`src/hw/rtl/rtl_pkg.sv`:
```
package rtl_pkg;

    localparam int MAX_ENTRIES_DEF = 64;
    localparam int COORD_BITS_DEF  = 16;
    localparam int KIND_W          = 16;
    localparam int COUNT_W         = 7;
    localparam int INDEX_W         = 6;

    localparam logic FUNC_LOAD  = 1'b0;
    localparam logic FUNC_QUERY = 1'b1;

    localparam logic signed [KIND_W-1:0] KIND_NONE = -16'sd1;

    typedef enum logic [1:0] {
        ST_IDLE,
        ST_CHECK,
        ST_SCAN,
        ST_RESULT
    } t_state;

    typedef struct packed {
        logic cap;
        logic scan_step;
        logic res_keep;
        logic res_hit;
        logic res_miss;
        logic out_load;
    } t_cmd;

    typedef struct packed {
        logic in_query;
        logic cache_hit;
        logic scan_empty;
        logic rd_hit;
        logic rd_last;
        logic out_free;
    } t_status;

endpackage

```
`src/hw/rtl/rtl_ctrl.sv`:
```
module rtl_ctrl (
    input  logic             i_clk,
    input  logic             i_rst_n,
    input  logic             i_in_valid,
    input  rtl_pkg::t_status i_status,
    output rtl_pkg::t_cmd    o_cmd,
    output logic             o_in_stall
);

    rtl_pkg::t_state r_state;
    rtl_pkg::t_state n_state;

    always_ff @(posedge i_clk) begin
        if (!i_rst_n) begin
            r_state <= rtl_pkg::ST_IDLE;
        end else begin
            r_state <= n_state;
        end
    end

    always_comb begin
        n_state    = r_state;
        o_cmd      = '0;
        o_in_stall = 1'b1;
        case (r_state)
            rtl_pkg::ST_IDLE: begin
                o_in_stall = 1'b0;
                if (i_in_valid) begin
                    o_cmd.cap = 1'b1;
                    if (i_status.in_query) begin
                        n_state = rtl_pkg::ST_CHECK;
                    end else begin
                        o_cmd.res_keep = 1'b1;
                        n_state        = rtl_pkg::ST_RESULT;
                    end
                end
            end
            rtl_pkg::ST_CHECK: begin
                o_cmd.scan_step = 1'b1;
                if (i_status.cache_hit) begin
                    o_cmd.res_keep = 1'b1;
                    n_state        = rtl_pkg::ST_RESULT;
                end else if (i_status.scan_empty) begin
                    o_cmd.res_miss = 1'b1;
                    n_state        = rtl_pkg::ST_RESULT;
                end else begin
                    n_state = rtl_pkg::ST_SCAN;
                end
            end
            rtl_pkg::ST_SCAN: begin
                if (i_status.rd_hit) begin
                    o_cmd.res_hit = 1'b1;
                    n_state       = rtl_pkg::ST_RESULT;
                end else if (i_status.rd_last) begin
                    o_cmd.res_miss = 1'b1;
                    n_state        = rtl_pkg::ST_RESULT;
                end else begin
                    o_cmd.scan_step = 1'b1;
                end
            end
            rtl_pkg::ST_RESULT: begin
                if (i_status.out_free) begin
                    o_cmd.out_load = 1'b1;
                    n_state        = rtl_pkg::ST_IDLE;
                end
            end
            default: begin
                n_state = rtl_pkg::ST_IDLE;
            end
        endcase
    end

endmodule

```
`config.mk`:
```
export PLATFORM = sky130hd
export DESIGN_NAME = rtl_ctrl
export DESIGN_NICKNAME = d
export VERILOG_FILES = /design/src/hw/rtl/rtl_pkg.sv /design/src/hw/rtl/rtl_ctrl.sv
export SDC_FILE = /design/constraint.sdc
export NUM_CORES = 1
export LEC_CHECK = 0
export BUFFER_PORTS_ARGS = -buffer_cell sky130_fd_sc_hd__buf_2
export CORE_AREA = 4 4 41 43
export CTS_CLUSTER_SIZE = 8
export DETAILED_ROUTE_END_ITERATION = 16
export DIE_AREA = 0 0 45 47
export SLEW_MARGIN = 20
export SYNTH_ARGS = -nofsm -noshare
export SYNTH_HDL_FRONTEND = slang
export SYNTH_SLANG_ARGS = --single-unit
```
`constraint.sdc`:
```
create_clock -name i_clk -period 1.7 [get_ports i_clk]
set_input_delay 0.17 -clock i_clk [delete_from_list [all_inputs] [get_ports i_clk]]
set_output_delay 0.17 -clock i_clk [all_outputs]
set_load 0.005 [all_outputs]
```
-- Word-level counts from Yosys, hierarchy flattened
Index checks and enable logic that the tools add are counted.
- equality and inequality tests: 6
- muxes and demuxes: 27
- reduce and logical (&&, ||, !) cells: 2
- operator list (cell ; count):
    2-to-1 mux 1 bit ; 17
    2-to-1 mux 2 bit ; 6
    one-hot mux 2 bit (4 select lines) ; 1
    one-hot mux 1 bit (2 select lines) ; 3
    == test 2 bit, second input constant ; 2
    != test 2 bit, second input constant ; 2
    != test 3 bit, second input constant ; 1
    AND reduction 3 bit ; 1
    == test 2 x 1 -> 1 bit, second input constant ; 1
    zero test 2 bit ; 1
- bits in registers: 2
- logic and storage cells: 36
- bits of input ports: 9
- output and inout bits: 7

-- Depth between registers and ports, before layout
- word-level depth: 3
- mapped depth: 6

-- Worst setup path before layout
OpenSTA, ideal clock, no wires.
- path type: register to register
- start: register r_state[0]
- end: register r_state[0]
- path buffers: 0
- library setup time: 0.116 ns
- period minus slack after synthesis: 1.471 ns
- stages on the path, launching flop included: 7
- data arrival time: 1.355 ns
- path slack: 0.229 ns
- path through: dfxtp_1 > inv_1 > ha_1 > nor3b_1 > a221oi_2 > a21oi_1 > a31o_2
- longest elaborated chain between the ends: 3
- elaborated cells on any way between the ends: 9
- RTL lines (what ; RTL line ; source):
    from (decl) ; rtl_ctrl.sv:10 ; rtl_pkg::t_state r_state;
    from (signal assigned) ; rtl_ctrl.sv:15 ; r_state <= rtl_pkg::ST_IDLE;
    from (signal assigned) ; rtl_ctrl.sv:17 ; r_state <= n_state;
    == test 2 bit / zero test 2 bit (equally long branches) ; rtl_ctrl.sv:25 ; case (r_state)
    != test 3 bit (no line) / != test 2 bit (equally long branches) ; -- ;
    AND reduction 3 bit (no line) ; -- ;
Several ways; a longest one is shown, not always the timed one.
A chain may end at the register's enable or synchronous reset.

==> results.cfg <==
[outcome]
run_status = finished clean

[logic_synthesis]
synth_cells = 32
synth.net_count = 46
syn_area_um2 = 255
ys_seq_area_frac = 0.157
ys_ff_latch = 2
syn_avg_cell_area_um2 = 7.98
ys_warn_count = 0
ys_types = 18

[final_layout]
n_fill_cell = 156
antenna_cells = 0
multi_input_area_um2 = 196
final_cell_mix = buf_2 (15), inv_1 (5), ha_1 (5)
seqCellArea_um2 = 40.0
final_common_cell = buf_2
design_area_um2 = 379
finalNetCount = 67
regMostFlops = r_state
layout-drive-gt1-share = 0.431
top_regs = r_state (2)
syn2layout_area_growth_pct = 48.5
finalNonFillerCells = 66
largest_reg_flops = 2

[worst_setup_path]
max_stage_delay_ns = 0.32
crit_required_ns = 1.53
crit_path_start_kind = flop
critPathSlowestCell = nor3b_1
endpoint_kind = primary output
cp_data_arrival_time_ns = 1.35
r2r-end = r_state[0]$_SDFFE_PN0P_
reg2reg_depth = 5
cp_max_fo = 3
r2r_setup_slack_ns = 0.23
critPathKind = reg2out
path_cells = inv_1 > ha_1 > nor3b_1 > o21a_1 > buf_2
r2r-start = r_state[1]$_SDFFE_PN0P_

[detailed_routing]
drtPass1Iterations = 3
vias_per_cell = 4.12
first_iter_violations = 11
vias = 272
wl_per_cell_um = 8.98
ant_nets = 0
remaining_drc_errors = 0
drt-total-wl_um = 593

[die]
pin_count = 16
core-area_um2 = 1300
dieArea_um2 = 2120
start_util = 0.196
die_w_um = 45
fp.dieH_um = 47
num_rows = 13

[timing]
worstMarginPinSlew_ns = 0.336
fmax_mhz = 657
hold_violations = 0
maxSlewHeadroom = 0.776
rsz0062_at_grt = false
setup_viol = 0
fin_crit_sh = 0.896
fin_setup_tns_ns = 0
fin_worst_skew_ns = 0.00358
final.min_clock_period_ns = 1.52
slew_violations = 0
holdWs_ns = 0.204

[placement]
io_buffers = 15
place_area_um2 = 357
dp.cells = 63
hpwl_um = 531
finalWeightedCongestion = 0.681

[global_route]
grt_usage = 0.0686
grt_pass1_wl_mm = 1.01
antenna_found_initial = 0
grt-ovfl-total = 0
grt_pass1_vias = 271
grt_max_degree = 6

[cts]
tritoncts = yes
insertion_delay_ns = 0.22
ctsRootBufferMaster = clkbuf_4
cts_hold_buffers = 0
clk_pin_slew_worst_paths_ns = 0.03
clock_sinks = 2
h-tree-depth = 1
post_cts_buffers = 0
clockBufferDepth = 2
cts_resized = 0
numCtsBuffers = 3

[hold_path]
hp-class = in2reg
hold_end = r_state[0]$_SDFFE_PN0P_
min_from = i_rst_n
hold_path_depth = 2

[flow_run]
maxCapViolations = 0

[power]
leakage_nw = 0.205
ir_worst_vdd_mv = 0.586
power_density_nw_per_um2 = 1480
power_mw = 0.560
## layout make-up
class	instances	share of cell area
Tap cell	15	0.0495
Clock buffer	3	0.0594
Timing Repair Buffer	16	0.218
Sequential cell	2	0.106
Multi-Input combinational cell	25	0.518
Inverter	5	0.0495
## worst max-delay path, delay by kind of cell (launching register included)
family	cells	cell delay, ns
simple gates	1	0.32
flops	1	0.30
compound gates	1	0.15
fa+ha+maj	1	0.18
buf+inv	2	0.18
## how the worst max path moves through the flow
stage	to	slack, ns	startpoint	cells after the start
after global placement	r_state[0]$_SDFFE_PN0P_	0.26	r_state[0]$_SDFFE_PN0P_	6
after CTS	o_cmd[4]	0.15	r_state[0]$_SDFFE_PN0P_	5
final	o_cmd[4]	0.18	r_state[0]$_SDFFE_PN0P_	5
after global routing	o_cmd[3]	0.03	r_state[1]$_SDFFE_PN0P_	5
after floorplan	r_state[0]$_SDFFE_PN0P_	0.23	r_state[0]$_SDFFE_PN0P_	6
after detailed placement	r_state[0]$_SDFFE_PN0P_	0.21	r_state[1]$_SDFFE_PN0P_	5
## Yosys cell counts
master,count,area (um2)
o31ai_1,1,7.51
inv_1,5,18.8
nor3b_1,1,7.51
a21oi_1,2,10.0
a31o_2,1,8.76
o21ai_0,2,10.0
nor2b_1,1,6.26
ha_1,5,62.6
nand2_1,2,7.51
a221oi_2,1,15.0
dfxtp_1,2,40.0
a21boi_0,1,7.51
and2_1,1,6.26
nor2_1,2,7.51
nand3b_1,2,15.0
o21a_1,1,7.51
mux2i_1,1,10.0
and2_2,1,7.51
## metrics by stage
step            util  setup WS (ns)
2_1_floorplan      -          0.229
3_3_place_gp   0.274          0.261
3_5_place_dp   0.274          0.215
4_1_cts        0.291          0.146
5_1_grt        0.291         0.0288
6_report       0.291          0.177
## routing by layer
metal / track usage / routed length, um / up-vias / share of wire
met5: 0 / 0 / - / 0
li1: - / - / 150 / -
met2: 0.110 / 264 / 9 / 0.45
met1: 0.0655 / 256 / 113 / 0.43
met3: 0.0498 / 72 / 0 / 0.12
met4: 0.0351 / 0 / 0 / 0
## cells by family after synthesis
kind of cell	share of synthesized area
simple gates	0.226
compound gates	0.260
buf+inv	0.0735
fa+ha+maj	0.245
flops	0.157
mux	0.0392
## power by group
group | leakage, nW | internal (mW) | switching, mW
Combinational | 0.175 | 0.183 | 0.188
Sequential | 0.0166 | 0.0706 | 0.0159
Clock | 0.0138 | 0.0776 | 0.0245
Total | 0.205 | 0.332 | 0.228
Power figures use the tool's default switching activity.
